===== config.mk =====
export PLATFORM = sky130hd
export DESIGN_NAME = lcd_number_formatter_top
export DESIGN_NICKNAME = d
export VERILOG_FILES = /design/src/hw/rtl/lcdnf_pkg.sv /design/src/hw/rtl/lcdnf_digit_unit.sv /design/src/hw/rtl/lcd_number_formatter_top.sv
export SDC_FILE = /design/constraint.sdc
export NUM_CORES = 1
export LEC_CHECK = 0
export ABC_AREA = 1
export BUFFER_PORTS_ARGS = -buffer_cell sky130_fd_sc_hd__buf_4
export CAP_MARGIN = 10
export CORE_ASPECT_RATIO = 0.5
export CORE_MARGIN = 2
export CORE_UTILIZATION = 64
export CTS_CLUSTER_DIAMETER = 100
export DETAILED_ROUTE_END_ITERATION = 10
export PLACE_DENSITY_LB_ADDON = 0.15
export SETUP_SLACK_MARGIN = 0.1
export SYNTH_ARGS = -nofsm -noshare
export SYNTH_HDL_FRONTEND = slang
export SYNTH_SLANG_ARGS = --single-unit

===== constraint.sdc =====
create_clock -name clk -period 5.8 [get_ports clk]
set_input_delay 1.16 -clock clk [delete_from_list [all_inputs] [get_ports clk]]
set_output_delay 1.16 -clock clk [all_outputs]
set_load 0.01 [all_outputs]

===== src/hw/rtl/lcdnf_pkg.sv =====
// Shared types, sizes and codes of the character-LCD number formatter.
// Depends on nothing; every RTL file of the block imports it.
`timescale 1ns / 1ps
`default_nettype none

package lcdnf_pkg;

    // sizes
    localparam int MAX_DIGITS   = 16;
    localparam int VALUE_BITS   = 16;
    // decimal places a VALUE_BITS magnitude can fill (log10(2) ~ 0.30103)
    localparam int BCD_DIGITS   = (VALUE_BITS * 30103) / 100000 + 1;
    localparam int STORE_DIGITS = (MAX_DIGITS > BCD_DIGITS) ? MAX_DIGITS : BCD_DIGITS;
    localparam int PLACE_W      = (STORE_DIGITS > 1) ? $clog2(STORE_DIGITS) : 1;
    localparam int COUNT_W      = $clog2(MAX_DIGITS + 1);
    localparam int CONV_W       = $clog2(VALUE_BITS + 1);

    // request codes
    localparam logic [2:0] CMD_CHAR = 3'd0;
    localparam logic [2:0] CMD_UDEC = 3'd1;
    localparam logic [2:0] CMD_SDEC = 3'd2;
    localparam logic [2:0] CMD_HEX  = 3'd3;
    localparam logic [2:0] CMD_BIN  = 3'd4;

    // bus bytes
    localparam logic [7:0] ADDR_CMD    = 8'h80;
    localparam logic [7:0] LINE2_OFS   = 8'h40;
    localparam logic [7:0] ASCII_ZERO  = 8'h30;
    localparam logic [7:0] ASCII_A     = 8'h41;
    localparam logic [7:0] ASCII_PLUS  = 8'h2B;
    localparam logic [7:0] ASCII_MINUS = 8'h2D;

    // one display request
    typedef struct packed {
        logic [2:0]  command;
        logic [1:0]  line;
        logic [4:0]  column;
        logic [15:0] value;
        logic [4:0]  digit_count;
        logic [7:0]  char_code;
    } req_t;

    // one bus write
    typedef struct packed {
        logic       register_select;
        logic [7:0] bus_byte;
        logic       last_write;
    } res_t;

    // sequencer to digit unit
    typedef struct packed {
        logic load;
        logic shift;
    } dig_ctrl_t;

    // digit value to character code, upper-case hex letters
    function automatic logic [7:0] digit_char(input logic [3:0] d);
        logic [7:0] wide;
        wide = {4'b0000, d};
        if (d < 4'd10)
            return ASCII_ZERO + wide;
        else
            return ASCII_A + wide - 8'd10;
    endfunction

endpackage

`default_nettype wire


===== src/hw/rtl/lcdnf_digit_unit.sv =====
// Digit store of the formatter: loads hex/binary places directly and builds
// decimal places bit-serially (shift-and-add-3). Depends on lcdnf_pkg.
`timescale 1ns / 1ps
`default_nettype none

module lcdnf_digit_unit (
    input  wire                         clk,
    input  wire  lcdnf_pkg::dig_ctrl_t  ctrl,
    input  wire  [2:0]                  command,
    input  wire  [15:0]                 value,
    input  wire  [lcdnf_pkg::PLACE_W-1:0] place,
    output logic [3:0]                  digit
);
    import lcdnf_pkg::*;

    localparam int HEX_W = STORE_DIGITS * 4;
    localparam int BCD_W = BCD_DIGITS * 4;

    logic [3:0]            dig_reg [STORE_DIGITS];
    logic [3:0]            dig_next [STORE_DIGITS];
    logic [VALUE_BITS-1:0] mag_reg;
    logic [VALUE_BITS-1:0] mag_next;

    logic [VALUE_BITS-1:0] vbits;
    logic                  negative;
    logic [HEX_W-1:0]      hex_flat;
    logic [STORE_DIGITS-1:0] bin_flat;
    logic [BCD_W-1:0]      bcd_adj;
    logic [BCD_W-1:0]      bcd_shifted;

    // value masked to its working width, its sign, and its hex and binary places
    assign vbits    = VALUE_BITS'(value);
    assign negative = (command == CMD_SDEC) && vbits[VALUE_BITS-1];
    assign hex_flat = HEX_W'(vbits);
    assign bin_flat = STORE_DIGITS'(vbits);

    // add-3 correction on each decimal place, then shift one bit in
    always_comb
    begin
        for (int i = 0; i < BCD_DIGITS; i++)
        begin
            if (dig_reg[i] >= 4'd5)
                bcd_adj[i*4 +: 4] = dig_reg[i] + 4'd3;
            else
                bcd_adj[i*4 +: 4] = dig_reg[i];
        end
        bcd_shifted = {bcd_adj[BCD_W-2:0], mag_reg[VALUE_BITS-1]};
    end

    // next contents of the digit store and magnitude shifter
    always_comb
    begin
        dig_next = dig_reg;
        mag_next = mag_reg;
        if (ctrl.load)
        begin
            mag_next = negative ? (~vbits + 1'b1) : vbits;
            for (int p = 0; p < STORE_DIGITS; p++)
            begin
                case (command) inside
                    CMD_HEX: dig_next[p] = hex_flat[p*4 +: 4];
                    CMD_BIN: dig_next[p] = {3'b000, bin_flat[p]};
                    default: dig_next[p] = 4'd0;
                endcase
            end
        end
        else if (ctrl.shift)
        begin
            mag_next = {mag_reg[VALUE_BITS-2:0], 1'b0};
            for (int i = 0; i < BCD_DIGITS; i++)
                dig_next[i] = bcd_shifted[i*4 +: 4];
        end
    end

    // payload registers, no reset
    always_ff @(posedge clk)
    begin
        dig_reg <= dig_next;
        mag_reg <= mag_next;
    end

    assign digit = dig_reg[place];

endmodule

`default_nettype wire


===== src/hw/rtl/lcd_number_formatter_top.sv =====
// Character-LCD number formatter: request sequencer and bus-write output.
// Depends on lcdnf_pkg and lcdnf_digit_unit.
//
// Usage:
//   A request transfer happens at a rising edge with start high and busy low;
//   the fields come on request. Busy rises in the next cycle and stays high
//   until the last write of the request has been issued.
//   Each bus write appears on result for exactly one cycle with strobe high.
//   First comes the set-address write, then char, sign and digit writes,
//   one per cycle outside decimal conversion; last_write marks the last.
//   The receiver cannot stall: every strobe cycle is a transfer.
// Write order:
//   The address write is registered in state S_ADDR, after the transfer.
//   Char, hex and binary writes follow it back to back.
//   Decimal requests first run the shift-and-add-3 converter one value bit
//   per cycle, between the address (and sign) write and the digit writes;
//   with no digits the request ends right after its address (and sign)
//   write.
//   The last write is on the result ports in the cycle busy falls, so the
//   next request may be taken at that edge.
// Reset:
//   rst_n clears the sequencer and the strobe; no write is pending after it.
`timescale 1ns / 1ps
`default_nettype none

module lcd_number_formatter_top (
    input  wire                clk,
    input  wire                rst_n,
    input  wire                start,
    input  wire  lcdnf_pkg::req_t request,
    output logic               busy,
    output logic               strobe,
    output lcdnf_pkg::res_t    result
);
    import lcdnf_pkg::*;

    typedef enum logic [5:0] {
        S_IDLE  = 6'b000001,
        S_ADDR  = 6'b000010,
        S_CHAR  = 6'b000100,
        S_SIGN  = 6'b001000,
        S_CONV  = 6'b010000,
        S_DIGIT = 6'b100000
    } state_t;

    state_t              state_reg, state_next;
    logic                strobe_reg, strobe_next;
    res_t                result_reg, result_next;
    logic [2:0]          cmd_reg, cmd_next;
    logic [COUNT_W-1:0]  count_reg, count_next;
    logic [COUNT_W-1:0]  place_reg, place_next;
    logic [CONV_W-1:0]   conv_reg, conv_next;
    logic [7:0]          addr_reg, addr_next;
    logic [7:0]          chr_reg, chr_next;
    logic                neg_reg, neg_next;

    dig_ctrl_t           dig_ctrl;
    logic [COUNT_W-1:0]  place_dec;
    logic [PLACE_W-1:0]  place_idx;
    logic [3:0]          digit;
    logic [VALUE_BITS-1:0] req_vbits;
    logic [7:0]          col_ofs;

    // shared digit store and decimal converter
    lcdnf_digit_unit u_digit (
        .clk     (clk),
        .ctrl    (dig_ctrl),
        .command (request.command),
        .value   (request.value),
        .place   (place_idx),
        .digit   (digit)
    );

    assign place_dec = place_reg - 1'b1;
    assign place_idx = PLACE_W'(place_dec);
    assign req_vbits = VALUE_BITS'(request.value);
    assign col_ofs   = {3'b000, request.column} - 8'd1;

    // request sequencer
    always_comb
    begin
        state_next    = state_reg;
        strobe_next   = 1'b0;
        result_next   = result_reg;
        cmd_next      = cmd_reg;
        count_next    = count_reg;
        place_next    = place_reg;
        conv_next     = conv_reg;
        addr_next     = addr_reg;
        chr_next      = chr_reg;
        neg_next      = neg_reg;
        dig_ctrl      = '0;

        unique case (state_reg)
            S_IDLE:
            begin
                if (start)
                begin
                    cmd_next = request.command;
                    if (request.digit_count > 5'(MAX_DIGITS))
                        count_next = COUNT_W'(MAX_DIGITS);
                    else
                        count_next = COUNT_W'(request.digit_count);
                    if (request.line == 2'd1)
                        addr_next = ADDR_CMD | col_ofs;
                    else
                        addr_next = ADDR_CMD | (col_ofs + LINE2_OFS);
                    chr_next      = request.char_code;
                    neg_next      = req_vbits[VALUE_BITS-1];
                    dig_ctrl.load = 1'b1;
                    state_next    = S_ADDR;
                end
            end
            S_ADDR:
            begin
                strobe_next                 = 1'b1;
                result_next.register_select = 1'b0;
                result_next.bus_byte        = addr_reg;
                place_next                  = count_reg;
                conv_next                   = CONV_W'(VALUE_BITS);
                case (cmd_reg) inside
                    CMD_CHAR:
                    begin
                        result_next.last_write = 1'b0;
                        state_next             = S_CHAR;
                    end
                    CMD_SDEC:
                    begin
                        result_next.last_write = 1'b0;
                        state_next             = S_SIGN;
                    end
                    CMD_UDEC:
                    begin
                        result_next.last_write = (count_reg == '0);
                        state_next = (count_reg == '0) ? S_IDLE : S_CONV;
                    end
                    CMD_HEX, CMD_BIN:
                    begin
                        result_next.last_write = (count_reg == '0);
                        state_next = (count_reg == '0) ? S_IDLE : S_DIGIT;
                    end
                    default:
                    begin
                        result_next.last_write = 1'b1;
                        state_next             = S_IDLE;
                    end
                endcase
            end
            S_CHAR:
            begin
                strobe_next = 1'b1;
                result_next = '{register_select: 1'b1, bus_byte: chr_reg, last_write: 1'b1};
                state_next  = S_IDLE;
            end
            S_SIGN:
            begin
                strobe_next                 = 1'b1;
                result_next.register_select = 1'b1;
                result_next.bus_byte        = neg_reg ? ASCII_MINUS : ASCII_PLUS;
                result_next.last_write      = (count_reg == '0);
                state_next = (count_reg == '0) ? S_IDLE : S_CONV;
            end
            S_CONV:
            begin
                // one value bit into the decimal places per cycle
                dig_ctrl.shift = 1'b1;
                conv_next      = conv_reg - 1'b1;
                if (conv_reg == CONV_W'(1))
                    state_next = S_DIGIT;
            end
            S_DIGIT:
            begin
                strobe_next                 = 1'b1;
                result_next.register_select = 1'b1;
                result_next.bus_byte        = digit_char(digit);
                result_next.last_write      = (place_reg == COUNT_W'(1));
                place_next                  = place_dec;
                if (place_reg == COUNT_W'(1))
                    state_next = S_IDLE;
            end
        endcase
    end

    // control registers
    always_ff @(posedge clk or negedge rst_n)
    begin
        if (!rst_n)
        begin
            state_reg  <= S_IDLE;
            strobe_reg <= 1'b0;
        end
        else
        begin
            state_reg  <= state_next;
            strobe_reg <= strobe_next;
        end
    end

    // payload registers
    always_ff @(posedge clk)
    begin
        result_reg <= result_next;
        cmd_reg    <= cmd_next;
        count_reg  <= count_next;
        place_reg  <= place_next;
        conv_reg   <= conv_next;
        addr_reg   <= addr_next;
        chr_reg    <= chr_next;
        neg_reg    <= neg_next;
    end

    assign busy   = (state_reg != S_IDLE);
    assign strobe = strobe_reg;
    assign result = result_reg;

endmodule

`default_nettype wire


; Yosys cells after proc, flatten, opt, wreduce, memory -nomap -nowiden
; Index checks and enable logic that the tools add are counted.
[word_totals]
reg_bits = 132
out_inout_bits = 12
[op_classes]
n_eq_ne = 20
addsub = 13
n_bitwise = 3
magnitude_cmp = 8
n_reduce_logical = 12
n_mux = 47
[op_table]
columns = op, count
row1 = 16-bit 2-to-1 mux, 3
row2 = 6-bit 2-to-1 mux, 8
row3 = 20-bit 2-to-1 mux, 2
row4 = 4-bit 2-to-1 mux, 10
row5 = 10-bit one-hot mux with 4 select lines, 1
row6 = 6-bit one-hot mux with 6 select lines, 1
row7 = 4-bit by 3-bit >= comparator with 1-bit output (second input constant), 5
row8 = 5-bit one-hot mux with 2 select lines, 2
row9 = 16-bit by 1-bit adder with 16-bit output (second input constant), 1
row10 = 4-bit by 2-bit adder with 4-bit output (second input constant), 4
row11 = 4-bit binary-select mux with 4-bit select, 1
row12 = 16-bit NOT, 1
row13 = 1-bit 2-to-1 mux, 14
row14 = 3-bit by 2-bit == test with 1-bit output (second input constant), 4
row15 = 5-bit by 1-bit == test with 1-bit output (second input constant), 2
row16 = 5-bit by 1-bit subtractor with 5-bit output (second input constant), 2
row17 = 7-bit by 4-bit adder with 8-bit output (first input constant), 1
row18 = 8-bit 2-to-1 mux, 1
row19 = 8-bit by 4-bit subtractor with 8-bit output (second input constant), 1
row20 = 6-bit by 4-bit adder with 7-bit output (first input constant), 1
row21 = 7-bit adder (second input constant), 1
row22 = 7-bit 2-to-1 mux, 1
row23 = 3-bit == test (second input constant), 2
row24 = 6-bit by 1-bit == test with 1-bit output (second input constant), 1
row25 = other kinds (27), 33

; Depth between registers and ports, before layout
; Gate-level depths: netlist (run 1).
[logic_depth]
word_depth = 9
ltp_mapped = 19
depth_no_buf = 17

; Cells and area by module
; A second synthesis (run 1) with hierarchy kept.
[hier_totals]
cells_unflattened = 628
area_unflattened_um2 = 5607.9
[by_module_without_submodules]
columns = module, area_each_um2, n_inst, cells_per_inst
row1 = lcdnf_digit_unit, 3119.2, 1, 386
row2 = lcd_number_formatter_top, 2488.6, 1, 242

; Worst setup path after synthesis (run 1)
; Ideal clock, no wire load.
[synth_path]
path_kind = input to register
from = in start
to = reg u_digit.dig_reg[44] (netlist bit), enable pin
slack_ns = 2.858
setup_time_ns = 0.394
cell_stages = 6
path_buffers = 2
required_ns = 5.406
arrival_time_ns = 2.548
path_cell_list = inv_1 -> nor2_4 -> inv_2 -> buf_2 -> buf_2 -> nand2_1
[synth_via]
elab_chain_cells = 3
[synth_rtl]
columns = item, line
row1 = "start, declared", lcd_number_formatter_top.sv:29  ; input wire start,
row2 = 1-bit 2-to-1 mux, lcd_number_formatter_top.sv:97  ; if (start)
row3 = 1-bit 2-to-1 mux, lcd_number_formatter_top.sv:94  ; unique case (state_reg)
row4 = 2-bit nonzero test (no source line), -
row5 = "end signal, assigned", lcdnf_digit_unit.sv:78  ; dig_reg <= dig_next;
row6 = "end, declared", lcdnf_digit_unit.sv:19  ; logic [3:0] dig_reg [STORE_DIGITS];
; Every way passes these cells.
; A chain may end at the register's enable or synchronous reset.

==> results of run 1 <==
==> routing by layer <==
metal	share of wire	wire [microns]
met1	0.44	5150
met2	0.45	5260
met3	0.092	1070
met4	0.012	143
met5	0	0
==> power by group <==
group	total, mW	internal, mW	switching (mW)
Combinational	1.05	0.360	0.689
Sequential	1.08	0.985	0.0987
Clock	0.650	0.401	0.249
==> stage by stage <==
stage / utilization / power (mW) / setup WS (ps)
after CTS: 0.770 / 2.77 / 2600
after global placement: 0.730 / 2.08 / 2410
after detailed placement: 0.730 / 2.11 / 2430
after floorplan: - / 1.87 / 2860
after global routing: 0.770 / 2.96 / 2320
final: 0.770 / 2.78 / 2560
==> path summary, 6_finish.rpt <==
check,to,depth (start not counted),slack (ps),from
worst max register to register,result[7]$_DFFE_PP_,14,2560,place_reg[0]$_DFFE_PP_
min in group asynchronous,strobe$_DFF_PN0_,1,610,rst_n
max in group asynchronous,state_reg[0]$_DFFE_PN1P_,1,4990,rst_n
worst min register to register,state_reg[2]$_DFFE_PN0P_,1,500,cmd_reg[1]$_DFFE_PP_
worst min-delay path,state_reg[2]$_DFFE_PN0P_,1,500,cmd_reg[1]$_DFFE_PP_
worst max-delay path,result[7]$_DFFE_PP_,14,2560,place_reg[0]$_DFFE_PP_
==> kinds of logic after synthesis <==
kind of cell | count (synthesis) | synth area share
AOI/OAI and AO/OA | 95 | 0.0952
buffers and inverters | 103 | 0.0792
xor gates and xnor gates | 19 | 0.0301
and+or+nand+nor | 279 | 0.231
adders and majority gates | 17 | 0.0385
DFF | 98 | 0.526
==> cell usage in the layout (no fill, tap or decap), types with 2 or more instances in the layout <==
| cell | count |
|---|---|
| xnor2_1 | 3 |
| xor2_1 | 16 |
| edfxtp_1 | 91 |
| inv_1 | 83 |
| nand2_1 | 125 |
| nand2_4 | 5 |
| buf_4 | 55 |
| clkinv_1 | 2 |
| clkbuf_8 | 2 |
| o211ai_1 | 4 |
| o21ai_1 | 7 |
| o21ai_0 | 51 |
| clkbuf_16 | 9 |
| inv_2 | 3 |
| bufinv_16 | 2 |
| ha_1 | 17 |
| dfrtp_1 | 6 |
| nor2_4 | 3 |
| a31oi_1 | 3 |
| nor2_2 | 3 |
| nand2_2 | 7 |
| o221ai_1 | 3 |
| a21oi_1 | 22 |
| nand3_1 | 44 |
| nor2_1 | 63 |
| nand3_2 | 4 |
| nand4_1 | 10 |
| nor3_1 | 10 |
==> worst max-delay path, delay by kind of cell (launching register included) <==
| family | cells | cell delay, ps |
|---|---|---|
| buf+inv | 4 | 490 |
| compound gates | 2 | 310 |
| simple gates | 6 | 560 |
| fa+ha+maj | 2 | 710 |
| flops | 1 | 900 |
==> layout make-up <==
type	instances	area, sq um
clock inverters	4	73.8
multi-input cells	410	2180
flip-flops and latches	98	2910
fillers	556	1880
well taps	112	140
repair buffers	55	413
clock buffers	12	256
inverters	89	342
==> results by group, run 1 <==
Status
  • Outcome: finished, final reports clean

Worst setup path
  • Worst setup SP type: flip-flop
  • Critical path cell sequence: inv_8 > ha_1 > inv_1 > nand3_1 > nand3_1 > nand3_1 > nand2_1 > inv_1 > ha_1 > inv_1 > a21oi_1 > nor3_1 > a21oi_1 > nand2_1
  • Data arrival time of the worst path: between 3000 and 4000 ps
  • Max incr delay on CP: approximately 900 ps
  • CP max stage cell: edfxtp_1
  • Crit end category: flip-flop
  • CP Max Fanout: 18
  • Setup CP Type: reg -> reg
  • CP required: 5900 ps

Placed design
  • DP HPWL: roughly 8000 microns
  • Cell Area, Placed: ~0.0060 sq mm
  • Placed cell count: roughly 760
  • GPL Wtd Cong: about 0.87
  • Number of port buffers: between 50 and 60

Floorplan
  • # IOs: between 50 and 60
  • Die area: roughly 0.0094 sq mm
  • Row cnt: 23
  • Initial Util: 0.674
  • Core area: slightly above 0.008 sq mm
  • Die height: roughly 70 microns
  • Die X: about 140 microns

STA
  • Final period util: 0.558
  • Fin Setup TNS: 0 ps
  • F_max: 309 MHz
  • Min Tclk post-route: approximately 3200 ps
  • Worst Max-Slew Pin Slew: 887 ps
  • Hold slack: 499 ps
  • Slew Viols, Final: 0
  • Worst Skew: 7.89 ps
  • # setup viols final: 0
  • Fin. Hold Viols: 0
  • RSZ-0062 raised after global routing: no
  • Slew HR: 0.407

Job
  • Max Cap Viol: 0

Global routing
  • Remaining global-route overflow: 0
  • Largest net degree at the start of global routing: 37
  • Gr usage total: 0.264
  • Met1 usage: 0.364
  • Vias in the first global route: 4054
  • Met2 Use GR: 0.416
  • Initial antenna violation count: 0
  • Met3 global-route usage: 0.0709
  • Global-route wire length before repair: 19400 microns
  • GRT busiest layer: met2

Yosys
  • Synth Register Bits: roughly 100
  • Seq/Total Area, Yosys: 0.526
  • Avg Cell Area, Syn: slightly above 9 sq um
  • Cells after synthesis: 611
  • Top post-synthesis cells by count: nand2_1 (125), edfxtp_1 (91), inv_1 (83)
  • Post-synth top area share: 0.494
  • Top cell type by total area after synthesis: edfxtp_1
  • Ys Warns: 0
  • Ys async rst share: 0.0714
  • Most common flop cell mapped by yosys: edfxtp_1
  • Synth top area cells: edfxtp_1 (49%), nand2_1 (8.5%), inv_1 (5.6%)
  • Post-synthesis net count: 670
  • Synth cell types: 40
  • Most common cell in the netlist: nand2_1
  • Cell Area, Synth: around 0.0055 sq mm
  • Post-synth EDFFs: a little over 90

Final layout
  • Nets: roughly 720
  • Syn-to-layout area delta: 14.2%
  • Largest register FFs: 31
  • Final instance area: roughly 0.0063 sq mm
  • Final std cells w/o fill: 780
  • Share of layout cells above drive strength 1: 0.151
  • Ant. Diodes: 0

Route
  • Via-to-Cell Ratio: 5.59
  • DR WL/cell: ~15 microns
  • Post-DRT Antenna Nets: 0
  • Routed wire length: about 12000 microns
  • Initial DRT Pass Iterations: 5
  • Routed vias: around 4400
  • Residual DRC: 0
  • Initial drt markers: around 410

Min path
  • Hold WC Path Type: reg -> reg

CTS
  • H-tree depth: 3
  • Clock-pin transition on the worst setup and hold timing paths: about 60 ps
  • Hold-fix buffers, CTS: 0
  • TritonCTS Buffers: 9
  • Post-cts resize count: 0
  • Root buffer cell: clkbuf_16
  • CTS Buffer Depth: 2
  • CTS tree: yes
  • Post-CTS setup buffers: 0
  • Worst skew pair latency: approximately 350 ps
  • Num Clock Sinks: between 90 and 100

Pwr
  • Power Density: about 440 mW/mm^2
  • Leakage: roughly 2.8 nW
  • Peak VDD IR: 0.233 mV
Note: power is estimated with default switching activity, not from simulation.
==> run 2: changes to the inputs <==
--- a/config.mk
+++ b/config.mk
@@ -10,7 +10,7 @@
 export CAP_MARGIN = 10
 export CORE_ASPECT_RATIO = 0.5
 export CORE_MARGIN = 2
-export CORE_UTILIZATION = 64
+export CORE_UTILIZATION = 54
 export CTS_CLUSTER_DIAMETER = 100
 export DETAILED_ROUTE_END_ITERATION = 10
 export PLACE_DENSITY_LB_ADDON = 0.15
==> constraint.sdc (replaced) <==
create_clock -name clk -period 2.82 [get_ports clk]
set_input_delay 0.564 -clock clk [delete_from_list [all_inputs] [get_ports clk]]
set_output_delay 0.564 -clock clk [all_outputs]
set_load 0.01 [all_outputs]
==> results by group, run 2 (synthesis results as in run 1) <==
Route
  • Routed wire length: 11800 microns
  • Initial drt markers: roughly 340
  • Initial DRT Pass Iterations: 5
  • Via-to-Cell Ratio: about 5.3
  • DR WL/cell: between 10 and 15 microns
  • Residual DRC: 0
  • Routed vias: 4267
  • Post-DRT Antenna Nets: 0

CTS
  • Hold-fix buffers, CTS: 0
  • CTS tree: yes
  • Worst skew pair latency: 350 ps
  • Root buffer cell: clkbuf_16
  • Post-CTS setup buffers: 0
  • Num Clock Sinks: slightly below 100
  • H-tree depth: 3
  • CTS Buffer Depth: 2
  • TritonCTS Buffers: 9
  • Clock-pin transition on the worst setup and hold timing paths: roughly 70 ps

STA
  • Final period util: 0.870
  • Min Tclk post-route: 2450 ps
  • RSZ-0062 raised after global routing: no
  • # setup viols final: 0
  • Worst Max-Slew Pin Slew: 541 ps
  • Slew Viols, Final: 0
  • Worst Skew: ~5.8 ps
  • Fin. Hold Viols: 0
  • Slew HR: 0.639
  • Fin Setup TNS: 0 ps
  • Hold slack: between 10 and 15 ps
  • F_max: 407 MHz

Job
  • Max Cap Viol: 0

Status
  • Outcome: finished, final reports clean

Worst setup path
  • Max incr delay on CP: between 400 and 500 ps
  • Family with the most delay on the worst path: adder cells
  • Crit end category: flip-flop
  • Worst R2R Path Depth: 14
  • Critical path cell sequence: inv_8 > ha_2 > inv_1 > nand3_1 > nand3_1 > nand3_1 > nand2_1 > inv_1 > ha_1 > inv_1 > a21oi_1 > nor3_1 > a21oi_1 > nand2_1
  • Worst setup SP type: flip-flop
  • Setup CP Type: reg -> reg
  • WP depth: 14
  • CP Buf/Inv Count: 4
  • CP required: a little under 3000 ps
  • CP max stage cell: edfxtp_1
  • Data arrival time of the worst path: about 2600 ps
  • CP Max Fanout: 17

Global routing
  • Largest net degree at the start of global routing: 43
  • Initial antenna violation count: 0
  • Gr usage total: 0.223
  • Global-route wire length before repair: between 15000 and 20000 microns
  • Remaining global-route overflow: 0
  • Vias in the first global route: 3906

Final layout
  • Finished Core Util: 0.631
  • Commonest non-fill, non-tap cell in the layout: nand2_1
  • Share of layout cells above drive strength 1: 0.159
  • Commonest non-fill, non-tap cells in the layout: nand2_1 (125), edfxtp_1 (91), inv_1 (83)
  • Final instance area: between 0.006 and 0.007 sq mm
  • Ant. Diodes: 0
  • Syn-to-layout area delta: 15.0%
  • Largest register FFs: 31
  • Nets: around 730
  • Layout fillers: slightly below 900
  • Final std cells w/o fill: ~800

Placed design
  • DP HPWL: approximately 8400 microns
  • Number of port buffers: between 50 and 60
  • GPL Wtd Cong: between 0.9 and 1
  • Placed cell count: a little under 800
  • Cell Area, Placed: about 0.006 sq mm

Min path
  • Hold WC Path Type: in -> async

Floorplan
  • # IOs: 54
  • Initial Util: 0.549
  • Die area: 0.0111 sq mm
  • Die height: roughly 76 microns
  • Core area: just over 0.01 sq mm
  • Row cnt: 26
  • Die X: ~150 microns

Pwr
  • Power Density: 884 mW/mm^2
  • Peak VDD IR: ~0.43 mV
  • Leakage: around 2.7 nW
## run 2: report_power, final
| part | internal [mW] | leakage (nW) | switching (mW) |
|---|---|---|---|
| clock network | 0.694 | 0.138 | 0.572 |
| logic | 0.757 | 1.69 | 1.41 |
| registers | 2.03 | 0.924 | 0.160 |
## run 2: layout make-up
class	instances	area, sq um	area share
Clock inverter	7	78.8	0.0124
Timing Repair Buffer	59	443	0.0696
Sequential cell	98	2910	0.457
Inverter	89	342	0.0537
Multi-Input combinational cell	410	2190	0.344
Clock buffer	9	225	0.0354
Tap cell	140	175	0.0275
## run 2: final timing paths
kind                                         from  slack (ps)                        to
min reg2reg                  cmd_reg[1]$_DFFE_PP_         510  state_reg[2]$_DFFE_PN0P_
min                                         rst_n          10          strobe$_DFF_PN0_
max reg2reg                place_reg[0]$_DFFE_PP_         370       result[7]$_DFFE_PP_
max                        place_reg[0]$_DFFE_PP_         370       result[7]$_DFFE_PP_
min in group clk                       request[3]         380      chr_reg[3]$_DFFE_PP_
max in group asynchronous                   rst_n        2600  state_reg[0]$_DFFE_PN1P_
## run 2: per-layer routing
layer / wire, microns / part of all wire / global-route usage
met5: 0 / 0 / 0
met4: 108 / 0.0092 / 0.0566
met3: 593 / 0.050 / 0.0527
met2: 5160 / 0.44 / 0.348
met1: 5940 / 0.50 / 0.321
## run 2: stage by stage
stage | worst slack, ps | total power, mW
global placement | 399 | 4.31
global route | 111 | 5.99
detailed placement | 285 | 4.36
floorplan | 361 | 3.85
CTS | 279 | 5.63
finish | 366 | 5.62
## run 2: what timing repair did
action                     4_1_cts  5_1_grt
hold endpoints to repair         0        0
gates resized for setup          0        1
setup endpoints to repair        0        2
## run 2: worst register-to-register path, delay by kind of cell (launching register included)
family / cells / cell delay, ps
AOI/OAI and AO/OA: 2 / 300
adders and majority gates: 2 / 600
buffers and inverters: 4 / 370
DFF: 1 / 450
and+or+nand+nor: 6 / 500
==> run 3: changes to the inputs <==
--- a/config.mk
+++ b/config.mk
@@ -8,9 +8,11 @@
 export ABC_AREA = 1
 export BUFFER_PORTS_ARGS = -buffer_cell sky130_fd_sc_hd__buf_4
 export CAP_MARGIN = 10
+export CELL_PAD_IN_SITES_DETAIL_PLACEMENT = 0
+export CELL_PAD_IN_SITES_GLOBAL_PLACEMENT = 2
 export CORE_ASPECT_RATIO = 0.5
 export CORE_MARGIN = 2
-export CORE_UTILIZATION = 54
+export CORE_UTILIZATION = 33
 export CTS_CLUSTER_DIAMETER = 100
 export DETAILED_ROUTE_END_ITERATION = 10
 export PLACE_DENSITY_LB_ADDON = 0.15
==> constraint.sdc (replaced) <==
create_clock -name clk -period 1.98 [get_ports clk]
set_input_delay 0.396 -clock clk [delete_from_list [all_inputs] [get_ports clk]]
set_output_delay 0.396 -clock clk [all_outputs]
set_load 0.01 [all_outputs]
==> results by group, run 3 (synthesis results as in run 1) <==
CTS
  • TritonCTS Buffers: 9
  • Num Clock Sinks: 98
  • CTS tree: yes
  • Worst skew pair latency: between 300 and 400 ps
  • CTS Buffer Depth: 2
  • Clock-pin transition on the worst setup and hold timing paths: 70 ps
  • H-tree depth: 3
  • Root buffer cell: clkbuf_16

Worst setup path
  • Family with the most delay on the worst path: flip-flops
  • Setup CP Type: reg -> reg
  • Worst R2R Path Depth: 14
  • Data arrival time of the worst path: roughly 2200 ps
  • RR Startpoint: place_reg[0]$_DFFE_PP_
  • CP Buf/Inv Count: 4
  • CP required: approximately 2100 ps
  • R2r setup slk: -140 ps
  • Critical path cell sequence: inv_8 > ha_4 > buf_6 > inv_8 > nand3_2 > nand2_2 > nand2_1 > nand2_2 > ha_4 > inv_4 > a21oi_4 > nor3_2 > a21oi_1 > nand2_1
  • CP Max Fanout: 7
  • Max incr delay on CP: between 400 and 500 ps
  • WP depth: 14
  • FF-to-FF End: result[7]$_DFFE_PP_
  • CP max stage cell: edfxtp_1
  • Worst setup SP type: flip-flop
  • Crit end category: flip-flop

Floorplan
  • # IOs: 54
  • Core area: about 0.016 sq mm
  • Row cnt: 33
  • Die X: ~190 microns
  • Die area: roughly 0.018 sq mm
  • Die height: between 90 and 100 microns
  • Initial Util: 0.337

Route
  • Routed vias: between 4000 and 5000
  • Routed wire length: ~14000 microns
  • Initial DRT Pass Iterations: 5
  • Initial drt markers: between 200 and 250
  • Post-DRT Antenna Nets: 0
  • DR WL/cell: about 15 microns
  • Residual DRC: 0
  • Via-to-Cell Ratio: 4.61

Global routing
  • Remaining global-route overflow: 0
  • Gr usage total: 0.167
  • Global-route wire length before repair: between 20000 and 25000 microns
  • Vias in the first global route: ~4400
  • Initial antenna violation count: 0
  • Largest net degree at the start of global routing: 38

Final layout
  • Layout fillers: 1656
  • Syn-to-layout area delta: 30.1%
  • Share of layout cells above drive strength 1: 0.271
  • Largest register FFs: 31
  • Commonest non-fill, non-tap cells in the layout: nand2_1 (116), buf_4 (99), edfxtp_1 (91)
  • Ant. Diodes: 0
  • Commonest non-fill, non-tap cell in the layout: nand2_1
  • Nets: between 700 and 800

Placed design
  • GPL Wtd Cong: approximately 0.76
  • DP HPWL: just over 10000 microns
  • Number of port buffers: 53

STA
  • RSZ-0062 raised after global routing: yes
  • F_max: 473 MHz
  • Worst setup margin: -136 ps
  • Worst Skew: ~11 ps
  • Slew HR: 0.737
  • Slew Viols, Final: 0
  • Worst Max-Slew Pin Slew: between 300 and 400 ps
  • Min Tclk post-route: between 2000 and 2500 ps
  • Final period util: 1.07
  • Fin. Hold Viols: 0
  • # setup viols final: 7
  • Hold slack: about 220 ps

Min path
  • Hold WC Path Type: in -> reg
  • Worst Hold End: chr_reg[1]$_DFFE_PP_
  • Cell count of the worst hold path: 1
  • Hold Crit Start: request[1]

Job
  • Max Cap Viol: 0

Pwr
  • Power, Total: 9.69 mW
  • Leakage: roughly 3.1 nW
  • Power Density: roughly 1300 mW/mm^2
  • Peak VDD IR: roughly 0.68 mV

Status
  • Failing checks: setup timing
  • Outcome: finished with violations
-- run 3: cell type report --
cell class / count / area, sq um / share of cell area
flip-flops and latches: 98 / 2910 / 0.404
multi-input cells: 411 / 2450 / 0.341
repair buffers: 109 / 907 / 0.126
inverters: 89 / 360 / 0.0501
well taps: 227 / 284 / 0.0395
clock buffers: 9 / 225 / 0.0313
clock inverters: 7 / 60.1 / 0.00834
-- run 3: power breakdown --
group | switching [mW] | internal [mW] | leakage (nW)
clock | 0.772 | 0.964 | 0.140
combinational | 2.69 | 2.14 | 2.03
sequential | 0.233 | 2.88 | 0.924
-- run 3: worst max path at each step --
| stage | startpoint | to | slack (ps) |
|---|---|---|---|
| 3_3_place_gp | place_reg[0]$_DFFE_PP_ | result[5]$_DFFE_PP_ | -110 |
| 5_1_grt | place_reg[0]$_DFFE_PP_ | result[7]$_DFFE_PP_ | -250 |
| 2_1_floorplan | place_reg[0]$_DFFE_PP_ | result[7]$_DFFE_PP_ | -170 |
| 4_1_cts | place_reg[0]$_DFFE_PP_ | result[7]$_DFFE_PP_ | -110 |
| 3_5_place_dp | place_reg[0]$_DFFE_PP_ | result[5]$_DFFE_PP_ | -180 |
| 6_report | place_reg[0]$_DFFE_PP_ | result[7]$_DFFE_PP_ | -140 |
-- run 3: through the flow --
step | setup slack, ps | setup TNS [ps] | utilization | cells | area, sq um
final | -136 | -685 | 0.439 | 950 | 7200
after global routing | -252 | -1490 | 0.439 | 950 | 7200
after CTS | -114 | -639 | 0.426 | 945 | 6990
after detailed placement | -180 | -625 | 0.400 | 921 | 6560
after global placement | -113 | -350 | 0.400 | 921 | 6560
after floorplan | -168 | -735 | - | 611 | 5610
-- run 3: repair_timing --
item | 4_1_cts | 5_1_grt
pin swaps | 19 | 12
setup endpoints to repair | 20 | 74
hold buffers | 1 | 0
gates resized for setup | 19 | 37
hold endpoints to repair | 6 | 0
setup buffers | 7 | 4
cloned | 0 | 1
-- run 3: per-layer routing --
metal	routed length [microns]	vias up	global-route usage
met5	0	-	0
met4	156	0	0.0489
met3	498	12	0.0390
met2	6090	71	0.270
met1	7180	2029	0.225
li1	-	2265	-
